<file path="src/rtl/core/rpu_pkg.sv">
// Package for the RMSprop parameter update block.
// Holds register reset values, the register index codes and the default fraction width.
package rpu_pkg;

  localparam int DefFracBits = 24;

  // register widths of the configuration file
  localparam int LrW   = 25;
  localparam int DecW  = 25;
  localparam int ClipW = 31;
  localparam int EpsW  = 25;

  localparam logic [LrW-1:0]   LrReset   = 25'd33554;
  localparam logic [DecW-1:0]  DecReset  = 25'd15938355;
  localparam logic [ClipW-1:0] ClipReset = 31'd83886080;
  localparam logic [EpsW-1:0]  EpsReset  = 25'd1;

  // dividend width of the update quotient: |lr*g| stays below 2^56
  localparam int DivW = 56;

  typedef enum logic [1:0] {
    REG_LEARN_RATE = 2'd0,
    REG_DECAY      = 2'd1,
    REG_CLIP_LIMIT = 2'd2,
    REG_EPSILON    = 2'd3
  } cfg_idx_t;

  // pipeline control handed between stages
  typedef struct packed {
    logic en;
    logic valid;
  } pipe_ctl_t;

endpackage

</file>
<file path="src/rtl/core/rpu_div_cell.sv">
// One cell of the divider row: restoring step that settles one quotient bit.
// Depends on rpu_pkg for the control struct.
module rpu_div_cell #(
  parameter int RW = 28,
  parameter int DW = 56,
  parameter int PW = 8
) (
  input  logic               clk,
  input  logic               rst_n,
  input  rpu_pkg::pipe_ctl_t ctl_in,
  input  logic [RW-1:0]      rem_in,
  input  logic [RW-1:0]      dvs_in,
  input  logic [DW-1:0]      dq_in,
  input  logic [PW-1:0]      pl_in,
  output logic               valid_out,
  output logic [RW-1:0]      rem_out,
  output logic [RW-1:0]      dvs_out,
  output logic [DW-1:0]      dq_out,
  output logic [PW-1:0]      pl_out
);
  import rpu_pkg::*;

  logic          v_r;
  logic [RW-1:0] rem_r, dvs_r, rem_nxt;
  logic [RW:0]   rem_sh;
  logic [DW-1:0] dq_r;
  logic [PW-1:0] pl_r;
  logic          qbit;

  // shift in the next dividend bit and subtract where it fits
  always_comb begin
    rem_sh = {rem_in, dq_in[DW-1]};
    qbit   = (rem_sh >= {1'b0, dvs_in});
    rem_nxt = qbit ? RW'(rem_sh - {1'b0, dvs_in}) : rem_sh[RW-1:0];
  end

  always_ff @(posedge clk) begin
    if (!rst_n) begin
      v_r <= 1'b0;
    end else if (ctl_in.en) begin
      v_r <= ctl_in.valid;
    end
  end

  always_ff @(posedge clk) begin
    if (ctl_in.en) begin
      rem_r <= rem_nxt;
      dvs_r <= dvs_in;
      dq_r  <= {dq_in[DW-2:0], qbit};
      pl_r  <= pl_in;
    end
  end

  assign valid_out = v_r;
  assign rem_out   = rem_r;
  assign dvs_out   = dvs_r;
  assign dq_out    = dq_r;
  assign pl_out    = pl_r;

endmodule

</file>
<file path="config.mk">
export PLATFORM = sky130hd
export DESIGN_NAME = rpu_div_cell
export DESIGN_NICKNAME = d
export VERILOG_FILES = /design/src/rtl/core/rpu_pkg.sv /design/src/rtl/core/rpu_div_cell.sv
export SDC_FILE = /design/constraint.sdc
export NUM_CORES = 1
export LEC_CHECK = 0
export BUFFER_PORTS_ARGS = -buffer_cell sky130_fd_sc_hd__buf_4
export CORE_AREA = 2 2 132 134
export CTS_CLUSTER_SIZE = 40
export DETAILED_ROUTE_END_ITERATION = 16
export DIE_AREA = 0 0 134 136
export GPL_ROUTABILITY_DRIVEN = 1
export PLACE_DENSITY = 0.68
export SLEW_MARGIN = 10
export SYNTH_ARGS = -nofsm -noshare
export SYNTH_HDL_FRONTEND = slang
export SYNTH_SLANG_ARGS = --single-unit
export TNS_END_PERCENT = 100
</file>
<file path="constraint.sdc">
create_clock -name clk -period 3.91 [get_ports clk]
set_clock_uncertainty 0.15 [all_clocks]
set_input_delay 0.782 -clock clk [delete_from_list [all_inputs] [get_ports clk]]
set_output_delay 0.782 -clock clk [all_outputs]
set_load 0.1 [all_outputs]
</file>
======== Yosys cells after proc, flatten, opt, wreduce, memory -nomap -nowiden ========
Index checks and enable logic that the tools add are counted.
storage, ports and cells
  input port bits ......................... 124
  register bits ........................... 121
  latch bits .............................. 0
  logic and storage cells ................. 8
  bits in read-only memories .............. 0
  output and inout port bits .............. 121
  memory bits (writable) .................. 0
  memories kept ........................... 0
cells by class
  magnitude comparators ................... 1
  muxes and demuxes ....................... 1
  equal/unequal tests ..................... 0
  divide/modulo/power cells ............... 0
  shift-type cells ........................ 0
  reduce and logical (&&, ||, !) cells .... 0
  bitwise operators ....................... 0
  $add $sub $neg .......................... 1
  multiply operators ...................... 0
operators by type and width
  cell                                              count
  29-bit by 28-bit >= comparator with 1-bit output  1
  28-bit 2-to-1 mux                                 1
  28-bit subtractor                                 1

======== Logic depth before layout (Yosys ltp) ========
  depth after elaboration ................. 2
  mapped depth ............................ 13
  gate-level depth less buffers ........... 11

======== Worst setup path after synthesis ========
OpenSTA, ideal clock, no wires.
  kind .................................... input-to-reg
  start point ............................. in dvs_in[15]
  end point ............................... reg rem_r[20] (netlist: rem_out[20]), data pin
  library setup time ...................... 260 ps
  stages on the path ...................... 12
  required time ........................... 3500 ps
  arrival time ............................ 2786 ps
  path buffers ............................ 3
  slack ................................... 714 ps
  cell sequence ........................... inv_1 -> ha_1 -> buf_2 -> nand2_1 -> or3_1 -> nor3_1 -> nand2_1 -> o31ai_2 -> a21o_1 -> buf_6 -> buf_12 -> mux2_4
on the way
  word-level cells in the longest chain between the ends .. 2
  elaborated cells on any way between the ends .. 3
  classes of those cells .................. 1 x add/sub; 1 x order compare; 1 x mux
RTL lines
  item                                              RTL line            RTL
  start, declared                                   rpu_div_cell.sv:12  input logic [RW-1:0] dvs_in,
  29-bit by 28-bit >= comparator with 1-bit output  rpu_div_cell.sv:33  qbit = (rem_sh >= {1'b0, dvs_in});
  named net qbit                                    rpu_div_cell.sv:28  logic qbit;
  28-bit 2-to-1 mux                                 rpu_div_cell.sv:34  rem_nxt = qbit ? RW'(rem_sh - {1'b0, dvs_in}) : rem_sh[RW-1:0];
  named net rem_nxt[20]                             rpu_div_cell.sv:24  logic [RW-1:0] rem_r, dvs_r, rem_nxt;
  end signal, assigned                              rpu_div_cell.sv:47  rem_r <= rem_nxt;
  end, declared                                     rpu_div_cell.sv:24
The timed path passes the listed nets, and every way through them passes these cells.
A chain may end at the register's enable or synchronous reset.

======== Worst setup path in the final report ========
  start point ............................. in rem_in[1]
  end point ............................... reg rem_r[20] (netlist: rem_out[20]), data pin
on the way
  word-level cells in the longest chain between the ends .. 2
  elaborated cells on any way between the ends .. 3
  classes of those cells .................. 1 x add/sub; 1 x order compare; 1 x mux
RTL lines
  item                                                                                          RTL line                                RTL
  start, declared                                                                               rpu_div_cell.sv:11                      input logic [RW-1:0] rem_in,
  28-bit subtractor / 29-bit by 28-bit >= comparator with 1-bit output (equally long branches)  rpu_div_cell.sv:34, rpu_div_cell.sv:33
  28-bit 2-to-1 mux *                                                                           rpu_div_cell.sv:34
  named net rem_nxt[20]                                                                         rpu_div_cell.sv:24
Mark *: on every way through the listed nets, which the timed path passes. The rest lies on a longest branch.

==> flow_summary.toml <==
[outcome]
status = "complete, no violations"

[cts]
clk_pin_slew_ns = 0.06
clk_path_buf_depth = 2
numCtsBuffers = 17
clock_sinks = 121
cts_resized = 0
cts_hold_buf = 0
htreeDepth = 4
cts_tree = "yes"
post_cts_buffers = 0
ctsRootBufferMaster = "clkbuf_16"
worstSkewPairLatency_ns = 0.41

[sta]
fin_crit_ns = 3.08
setup_viol = 0
final_hold_viol_count = 0
fmax_mhz = 324
fin_crit_sh = 0.789
tns_ns = 0
drv_slew = 0
slew_headroom = 0.506
worst_pin_slew_ns = 0.742
rsz0062_at_grt = "false"

[routing]
routed_wl_um = 15500
firstDrtPassIters = 4
routedWlPerCell_um = 16.9
viasPerCell = 4.73
ant_nets = 0
drc = 0
first_iter_violations = 146
routed-via-count = 4322

[global_route]
grt_pass1_vias = 4414
grt-ovfl-total = 0
antenna_found_initial = 0
grt_max_degree = 56
grtUsageTotal = 0.165
grt_pass1_wl_um = 23200

[synth]
synth_top_area_frac = 0.624
synth_area_leaders = "edfxtp_1 62%, ha_1 6.1%, mux2_2 3.7%, inv_1 2.8%, a21oi_1 2.6%"
synth_flop_cell = "edfxtp_1"
syn_inst = 419
synth-edff-count = 120
synth_warnings = 0
seq_area_frac_synth = 0.628
syn_area_per_cell_um2 = 13.8
syn_area_um2 = 5770
synth_area_leader_cell = "edfxtp_1"
synth_seq_cells = 121
async_flop_share = 0
yosysUniqueCellTypes = 54
synth_fp_nets = 572

[critical_path]
critPathLaunch = "rem_in[1]"
cp.arrival_ns = 3.09
r2r-start = "valid_out"
crit_path_end = "rem_out[20]"
path_class = "input port to flip-flop"
r2r_slack_ns = 3.17
end_kind = "flip-flop"
rr_endpoint = "valid_out"
reg2reg_depth = 2
startpoint_type = "input port"
crit_fanout = 5
worstPathRequired_ns = 3.92

[min_path]
min_path_type = "flip-flop to flip-flop"

[floorplanning]
core-area_um2 = 16900
die_area_um2 = 18200
rows = 48
initial_utilization = 0.342
die_height_um = 136
die_w_um = 134
pin_count = 245

[placement]
numPortBuffers = 244
dp_cells = 882
gp_congestion = 0.828
dp_hpwl_um = 12100

[final_layout]
areaGrowthSynthToFinish_pct = 45.9
drive_gt1_frac = 0.459
antenna_cells = 0
finish.utilization = 0.499
layout.cells.non_filler = 914
fin_nets = 829

[power]
power_leakage_nw = 3.70
pwr_density_cell_nw_per_um2 = 563
finalPower_mw = 4.74
ir_drop_uv = 288

[flow_run]
maxCapViolations = 0
Yosys cell counts, types with 3 or more instances:
master,number
inv_1,43
edfxtp_1,120
nand2_1,21
nand4_1,6
nor3b_1,3
a211oi_1,5
nand3_1,6
and3_1,3
a21o_1,13
nand2b_1,4
xnor2_1,15
xor2_1,7
o21ai_0,9
mux2_4,5
nor2_1,19
a31oi_1,3
nor3_1,3
mux2_2,19
mux2i_1,4
ha_1,28
a21oi_1,30
clkbuf_1,4
o211ai_1,3
o21bai_1,5
cells by family after synthesis:
family,share of synthesized area
AOI/OAI and AO/OA,0.110
xor gates and xnor gates,0.0334
adders and majority gates,0.0642
buffers and inverters,0.0418
DFF,0.628
muxes,0.0570
and+or+nand+nor,0.0653
metrics by stage:
step	worst slack (ns)	hold WS, ns	cell area [um2]
floorplan	0.714	0.731	5770
global placement	0.401	0.354	7850
detailed placement	0.392	0.377	7850
CTS	0.831	0.371	8420
global route	0.641	0.373	8420
finish	0.827	0.383	8420
cell type report:
type,instances,area [um2]
well taps,225,282
multi-input cells,244,1910
clock inverters,14,139
flip-flops and latches,121,3620
inverters,43,161
repair buffers,249,1880
fillers,1460,8450
clock buffers,18,429
worst max-delay path, cell delays in order:
cell,delay [ns]
buf_4,0.12
ha_1,0.36
nor2b_1,0.20
o31ai_4,0.25
a21oi_1,0.17
o211ai_1,0.21
nand2_1,0.15
a221oi_1,0.44
xnor2_1,0.14
mux2_4,0.27
power by group:
part,internal (mW),total (mW),leakage (nW),switching (mW)
clock network,0.891,1.50,0.271,0.611
registers,1.58,1.62,1.18,0.0362
logic,0.410,1.62,2.24,1.22
registers in the layout, summed over array words and instances, names as in the netlist:
name       flops
rem_out       28
pl_out         8
dvs_out       28
dq_out        56
valid_out      1
placed cells by master (no fill, tap or decap), types with 4 or more instances in the layout:
| cell | netlist | layout |
|---|---|---|
| buf_4 | 1 | 248 |
| edfxtp_1 | 120 | 120 |
| inv_1 | 43 | 43 |
| a21oi_1 | 30 | 30 |
| ha_1 | 28 | 28 |
| nand2_1 | 21 | 21 |
| nor2_1 | 19 | 19 |
| mux2_2 | 19 | 19 |
| clkbuf_16 | 0 | 17 |
| xnor2_1 | 15 | 15 |
| a21o_1 | 13 | 13 |
| o21ai_0 | 9 | 9 |
| xor2_1 | 7 | 7 |
| inv_6 | 0 | 7 |
| nand3_1 | 6 | 6 |
| nand4_1 | 6 | 6 |
| a211oi_1 | 5 | 5 |
| o21bai_1 | 5 | 5 |
| mux2_4 | 5 | 5 |
| nand2b_1 | 4 | 4 |
| mux2i_1 | 4 | 4 |
metal layers:
layer  wire, um  up-vias  global-route usage
li1           -     2077                   -
met1       5970     2031               0.178
met2       8010      191               0.303
met3       1220       23              0.0563
met4        260        0              0.0526
met5          0        -                   0
worst min path at each step:
| stage | start | end | slack (ns) | depth (start not counted) |
|---|---|---|---|---|
| 4_1_cts | dq_in[2] | dq_out[3] | 0.37 | 1 |
| 3_5_place_dp | valid_out | valid_out | 0.38 | 2 |
| 2_1_floorplan | dq_in[9] | dq_out[10] | 0.73 | 0 |
| 6_report | valid_out | valid_out | 0.38 | 2 |
| 5_1_grt | pl_in[0] | pl_out[0] | 0.37 | 1 |
| 3_3_place_gp | valid_out | valid_out | 0.35 | 2 |
Note: power is estimated with default switching activity, not from simulation.
