<file path="src/rtl/core/rpu_pkg.sv">
// Package for the RMSprop parameter update block.
// Holds register reset values, the register index codes and the default fraction width.
package rpu_pkg;

  localparam int DefFracBits = 24;

  // register widths of the configuration file
  localparam int LrW   = 25;
  localparam int DecW  = 25;
  localparam int ClipW = 31;
  localparam int EpsW  = 25;

  localparam logic [LrW-1:0]   LrReset   = 25'd33554;
  localparam logic [DecW-1:0]  DecReset  = 25'd15938355;
  localparam logic [ClipW-1:0] ClipReset = 31'd83886080;
  localparam logic [EpsW-1:0]  EpsReset  = 25'd1;

  // dividend width of the update quotient: |lr*g| stays below 2^56
  localparam int DivW = 56;

  typedef enum logic [1:0] {
    REG_LEARN_RATE = 2'd0,
    REG_DECAY      = 2'd1,
    REG_CLIP_LIMIT = 2'd2,
    REG_EPSILON    = 2'd3
  } cfg_idx_t;

  // pipeline control handed between stages
  typedef struct packed {
    logic en;
    logic valid;
  } pipe_ctl_t;

endpackage

</file>
<file path="src/rtl/core/rpu_sqrt_cell.sv">
// One cell of the square root row: settles one root bit from two radicand bits.
// Depends on rpu_pkg for the control struct.
module rpu_sqrt_cell #(
  parameter int RW = 28,
  parameter int PW = 8
) (
  input  logic               clk,
  input  logic               rst_n,
  input  rpu_pkg::pipe_ctl_t ctl_in,
  input  logic [RW+1:0]      rem_in,
  input  logic [RW-1:0]      root_in,
  input  logic [2*RW-1:0]    rad_in,
  input  logic [PW-1:0]      pl_in,
  output logic               valid_out,
  output logic [RW+1:0]      rem_out,
  output logic [RW-1:0]      root_out,
  output logic [2*RW-1:0]    rad_out,
  output logic [PW-1:0]      pl_out
);
  import rpu_pkg::*;

  logic            v_r;
  logic [RW+1:0]   rem_r, rem_nxt, rem_sh, trial;
  logic [RW-1:0]   root_r, root_nxt;
  logic [2*RW-1:0] rad_r;
  logic [PW-1:0]   pl_r;

  // bring down two bits and try the next root bit
  always_comb begin
    rem_sh = {rem_in[RW-1:0], rad_in[2*RW-1:2*RW-2]};
    trial  = {root_in, 2'b01};
    if (rem_sh >= trial) begin
      rem_nxt  = rem_sh - trial;
      root_nxt = {root_in[RW-2:0], 1'b1};
    end else begin
      rem_nxt  = rem_sh;
      root_nxt = {root_in[RW-2:0], 1'b0};
    end
  end

  always_ff @(posedge clk) begin
    if (!rst_n) begin
      v_r <= 1'b0;
    end else if (ctl_in.en) begin
      v_r <= ctl_in.valid;
    end
  end

  always_ff @(posedge clk) begin
    if (ctl_in.en) begin
      rem_r  <= rem_nxt;
      root_r <= root_nxt;
      rad_r  <= {rad_in[2*RW-3:0], 2'b00};
      pl_r   <= pl_in;
    end
  end

  assign valid_out = v_r;
  assign rem_out   = rem_r;
  assign root_out  = root_r;
  assign rad_out   = rad_r;
  assign pl_out    = pl_r;

endmodule

</file>
<file path="config.mk">
export PLATFORM = sky130hd
export DESIGN_NAME = rpu_sqrt_cell
export DESIGN_NICKNAME = d
export VERILOG_FILES = /design/src/rtl/core/rpu_pkg.sv /design/src/rtl/core/rpu_sqrt_cell.sv
export SDC_FILE = /design/constraint.sdc
export NUM_CORES = 1
export LEC_CHECK = 0
export BUFFER_PORTS_ARGS = -buffer_cell sky130_fd_sc_hd__buf_2
export CAP_MARGIN = 40
export CORE_MARGIN = 1
export CORE_UTILIZATION = 43
export CTS_CLUSTER_SIZE = 12
export DETAILED_ROUTE_END_ITERATION = 8
export PLACE_DENSITY = 0.76
export SLEW_MARGIN = 30
export SYNTH_ARGS = -nofsm -noshare
export SYNTH_HDL_FRONTEND = slang
export SYNTH_SLANG_ARGS = --single-unit
</file>
<file path="constraint.sdc">
create_clock -name clk -period 3 [get_ports clk]
set_input_delay 0.3 -clock clk [delete_from_list [all_inputs] [get_ports clk]]
set_output_delay 0.3 -clock clk [all_outputs]
set_load 0.05 [all_outputs]
</file>
# Word-level counts from Yosys, hierarchy flattened

Index checks and enable logic that the tools add are counted.

Register bits: 121
Output and inout port bits: 123
Word-level logic and storage cells: 9

$add $sub $neg: 1
$lt $le $gt $ge: 1
Multiplexer cells: 2

Operator list:

| kind                 | number |
|---|---|
| >= comparator 30 bit | 1 |
| two-way mux 30 bit   | 1 |
| subtractor 30 bit    | 1 |
| two-way mux 1 bit    | 1 |

# Logic depth before layout (Yosys ltp)

Word-level depth: 2
Mapped depth: 12
Depth with buffers taken out: 10

# Least setup slack after synthesis

Ideal clock, no wire load.

Kind: input to register
From: in root_in[13]
To: reg rem_r[10], in the netlist rem_out[10] (data pin)
Setup time: 0.260 ns
Arrival time: 2.785 ns
Path slack: -0.046 ns
Stages: 11
Cell sequence: inv_1 -> ha_1 -> a21oi_1 -> o21ai_1 -> or3_1 -> or3_4 -> a31oi_4 -> o211ai_2 -> a221o_1 -> buf_6 -> mux2_4

Word-level cells in the longest chain between the ends: 2

RTL lines:

| item                 | line                | RTL |
|---|---|---|
| start, declared      | rpu_sqrt_cell.sv:11 | `input logic [RW-1:0] root_in,` |
| >= comparator 30 bit | rpu_sqrt_cell.sv:32 | `if (rem_sh >= trial) begin` |
| two-way mux 30 bit   | rpu_sqrt_cell.sv:32 |  |
| net rem_nxt[10]      | rpu_sqrt_cell.sv:23 | `logic [RW+1:0] rem_r, rem_nxt, rem_sh, trial;` |
| end signal, assigned | rpu_sqrt_cell.sv:51 | `rem_r <= rem_nxt;` |
| end, declared        | rpu_sqrt_cell.sv:23 |  |

The timed path passes the listed nets, and every way through them passes these cells.
A chain may end at the register's enable or synchronous reset.

# Worst setup path after layout

From: in root_in[1]
To: reg rem_r[25], in the netlist rem_out[25] (data pin)

Word-level cells in the longest chain between the ends: 2

RTL lines:

| item                                                             | line |
|---|---|
| subtractor 30 bit / >= comparator 30 bit (equally long branches) | rpu_sqrt_cell.sv:33, rpu_sqrt_cell.sv:32 |
| two-way mux 30 bit (*)                                           | rpu_sqrt_cell.sv:32 |
| net rem_nxt[25]                                                  | rpu_sqrt_cell.sv:23 |

The timed path passes the listed nets; every way through them passes the cells marked *.

==> impl_metrics.json <==
{
  "status": "finished clean",
  "max_slew.worst_pin.slew_ns": 0.685,
  "worstSetupPathType": "in2reg",
  "maxSlewViolCount": 0,
  "timing.final.crit_period_ns": 2.75,
  "detail_route.iter0.violations": 237,
  "grt_max_degree": 122,
  "synth_cell_types": 49,
  "dp_hpwl_um": 10800,
  "grt_setup_unrepaired": "no",
  "p_total_uw": 5720,
  "routed_wire_length_per_instance_um": 16.1,
  "synthMostInstantiatedCell": "sky130_fd_sc_hd__edfxtp_1",
  "cts_inserted_buffers": 17,
  "routed-via-count": 4374,
  "num-fill-cells": 971,
  "post_synth_inst_count": 405,
  "post_drt_via_cell_ratio": 4.94,
  "worstPathCellList": "buf_2 > inv_1 > ha_1 > a21oi_1 > a211oi_1 > o311ai_0 > buf_4 > a21oi_1 > o21ai_1 > o21ai_0 > xor2_1 > mux2_4",
  "ys.warnings.count": 0,
  "first_pass_grt_wire_length_um": 22400,
  "critical_path_buf_inv_count": 3,
  "timing_hold_violations_final": 0,
  "vias_in_the_first_global_route": 4313,
  "finish.cell_count_without_fillers": 885,
  "synth_top_cell_area_share": 0.626,
  "path_delay_family": "compound AO/OA/AOI/OAI gates",
  "clk_latency_ns": 0.41,
  "dpl.cell_count": 852,
  "drive_gt1_frac": 0.489,
  "ys_async_sr_fraction": 0,
  "synth_seq_cells": 121,
  "max_cap_viol_count": 0,
  "cts_tree": "yes",
  "cpPeakStageDelay_ns": 0.46,
  "clockBufferDepth": 2,
  "cell_with_the_biggest_individual_delay_on_the_critical_path": "sky130_fd_sc_hd__o311ai_0",
  "slew_headroom": 0.544,
  "end_kind": "flip-flop",
  "p_leak_uw": 0.00372,
  "timing.critical_path.arrival_ns": 2.91,
  "core_region_area_um2": 12800,
  "hold_buffers": 0,
  "syn_area_per_cell_um2": 14.2,
  "rows": 41,
  "power.density_cell_area_nw_per_um2": 705,
  "post_cts.repair.setup_buffers": 0,
  "peakVddDrop_mv": 0.362,
  "number_of_sinks_driven_by_the_clock_tree": 121,
  "synth_top_flop_cell": "sky130_fd_sc_hd__edfxtp_1",
  "worst_ep_required_time_ns": 3.16,
  "effective_utilization_at_floorplan": 0.449,
  "cp_max_fo": 6,
  "htree_num_levels": 4,
  "finClkSkew_ns": 0,
  "place.gp.congestion": 0.872,
  "die_w_um": 118,
  "synth.top_cells.by_count": "sky130_fd_sc_hd__edfxtp_1 (120), sky130_fd_sc_hd__inv_1 (35), sky130_fd_sc_hd__ha_1 (30)",
  "clk_pin_slew_ns": 0.05,
  "postCtsResizedCells": 0,
  "drcViolationCount": 0,
  "synth_largest_area_cell": "sky130_fd_sc_hd__edfxtp_1",
  "multi_input_area_um2": 1930,
  "synthTopCellsByArea": "sky130_fd_sc_hd__edfxtp_1 (63%), sky130_fd_sc_hd__mux2_4 (7.0%), sky130_fd_sc_hd__ha_1 (6.5%)",
  "numPortBuffers": 244,
  "antenna_violating_nets_post_route": 0,
  "routed_wl_um": 14200,
  "hp-class": "in2reg",
  "post_synth_instance_area_um2": 5750,
  "globalRoute.totalOverflow": 0,
  "crit_path_frequent_cell": "sky130_fd_sc_hd__a21oi_1",
  "number_of_enable_flip_flop_cells_after_synthesis": 120,
  "finalCritPeriodShare": 0.916,
  "layout.area.seq_um2": 3620,
  "worst_setup_path_start_kind": "input pin",
  "cts-root-buf": "sky130_fd_sc_hd__clkbuf_16",
  "initial_antenna_violation_count": 1,
  "die_area_um2": 13800,
  "yosysSeqAreaShare": 0.630,
  "boundaryPins": 249,
  "setup_violators_final": 0,
  "final_net_count": 855,
  "fp.dieH_um": 118,
  "area_delta_synth_final_pct": 41.0,
  "maxClockFrequency_mhz": 364,
  "dr.pass1.iters": 4,
  "gr-usage-all-layers": 0.211
}
[layout by cell type, fill, tap and decap left out, types with 4 or more instances in the layout]
cell type	n
sky130_fd_sc_hd__buf_2	243
sky130_fd_sc_hd__edfxtp_1	120
sky130_fd_sc_hd__buf_4	40
sky130_fd_sc_hd__inv_1	35
sky130_fd_sc_hd__ha_1	30
sky130_fd_sc_hd__a21oi_1	28
sky130_fd_sc_hd__mux2_4	27
sky130_fd_sc_hd__xnor2_1	18
sky130_fd_sc_hd__clkbuf_16	17
sky130_fd_sc_hd__nor2_1	16
sky130_fd_sc_hd__o21ai_0	11
sky130_fd_sc_hd__nand2_1	11
sky130_fd_sc_hd__a21o_1	9
sky130_fd_sc_hd__nand4_1	9
sky130_fd_sc_hd__nand3_1	9
sky130_fd_sc_hd__nor3_1	8
sky130_fd_sc_hd__xor2_1	7
sky130_fd_sc_hd__nor2b_1	6
sky130_fd_sc_hd__bufinv_16	5
sky130_fd_sc_hd__a211oi_1	4
sky130_fd_sc_hd__clkinv_2	4
[cells by family (layout without fill, tap and decap cells)]
group | Yosys count | count (layout) | share of synthesized area
other | 1 | 3 | 0.000652
AO/OA/AOI/OAI | 76 | 76 | 0.0863
multiplexers | 31 | 31 | 0.0776
XOR/XNOR | 25 | 25 | 0.0381
adder cells (fa/ha/maj) | 30 | 30 | 0.0652
buffers and inverters | 47 | 353 | 0.0359
flip-flops | 121 | 121 | 0.630
AND/OR/NAND/NOR | 74 | 74 | 0.0663
[path summary, 6_finish.rpt]
| kind | slack [ns] | end | startpoint | cells after the start |
|---|---|---|---|---|
| hold reg to reg | 0.54 | valid_out$_SDFFE_PN0P_ | valid_out$_SDFFE_PN0P_ | 2 |
| setup / recovery | 0.25 | rem_out[25]$_DFFE_PP_ | root_in[1] | 12 |
| setup reg to reg | 2.38 | valid_out$_SDFFE_PN0P_ | valid_out$_SDFFE_PN0P_ | 2 |
| hold / removal | 0.06 | rad_out[49]$_DFFE_PP_ | rad_in[47] | 1 |
[worst reg2reg max path: cells and delay by family (launching register included)]
kind             cells  cell delay, ns
and+or+nand+nor      1            0.06
muxes                1            0.14
DFF                  1            0.31
[sequential cells by signal, summed over array words and instances (netlist names)]
signal	count
rem_out	30
pl_out	8
rad_out	54
root_out	28
valid_out	1
[per-stage QoR]
| stage | utilization | hold slack, ns | area (um2) | setup TNS, ns | setup WS [ns] |
|---|---|---|---|---|---|
| CTS | 0.632 | 0.0491 | 8110 | 0 | 0.239 |
| finish | 0.632 | 0.0609 | 8110 | 0 | 0.251 |
| global placement | 0.583 | 0.477 | 7470 | -3.05 | -0.203 |
| detailed placement | 0.583 | 0.478 | 7470 | -3.20 | -0.157 |
| floorplan | - | 0.399 | 5760 | 0 | 0.00639 |
| global route | 0.632 | 0.0452 | 8110 | 0 | 0.0752 |
[power breakdown]
part	leakage (uW)	total (uW)	switching (uW)	internal, uW
Sequential	0.00118	2090	38.2	2050
Combinational	0.00222	1440	961	477
Clock	0.000313	2190	722	1470
Total	0.00372	5720	1720	4000
[layer usage]
metal	GRT usage	vias up	wire, um
met1	0.228	2072	5600
met3	0.0538	18	814
met5	0	-	0
li1	-	2107	-
met2	0.392	177	7630
met4	0.0785	0	192
[cell type report]
cell class	instances	share of cell area
Tap cell	172	0.0265
Clock inverter	13	0.0247
Sequential cell	121	0.447
Antenna cell	1	0.000309
Clock buffer	19	0.0534
Timing Repair Buffer	286	0.194
Multi-Input combinational cell	238	0.238
Inverter	35	0.0162
Note: power is estimated with default switching activity, not from simulation.
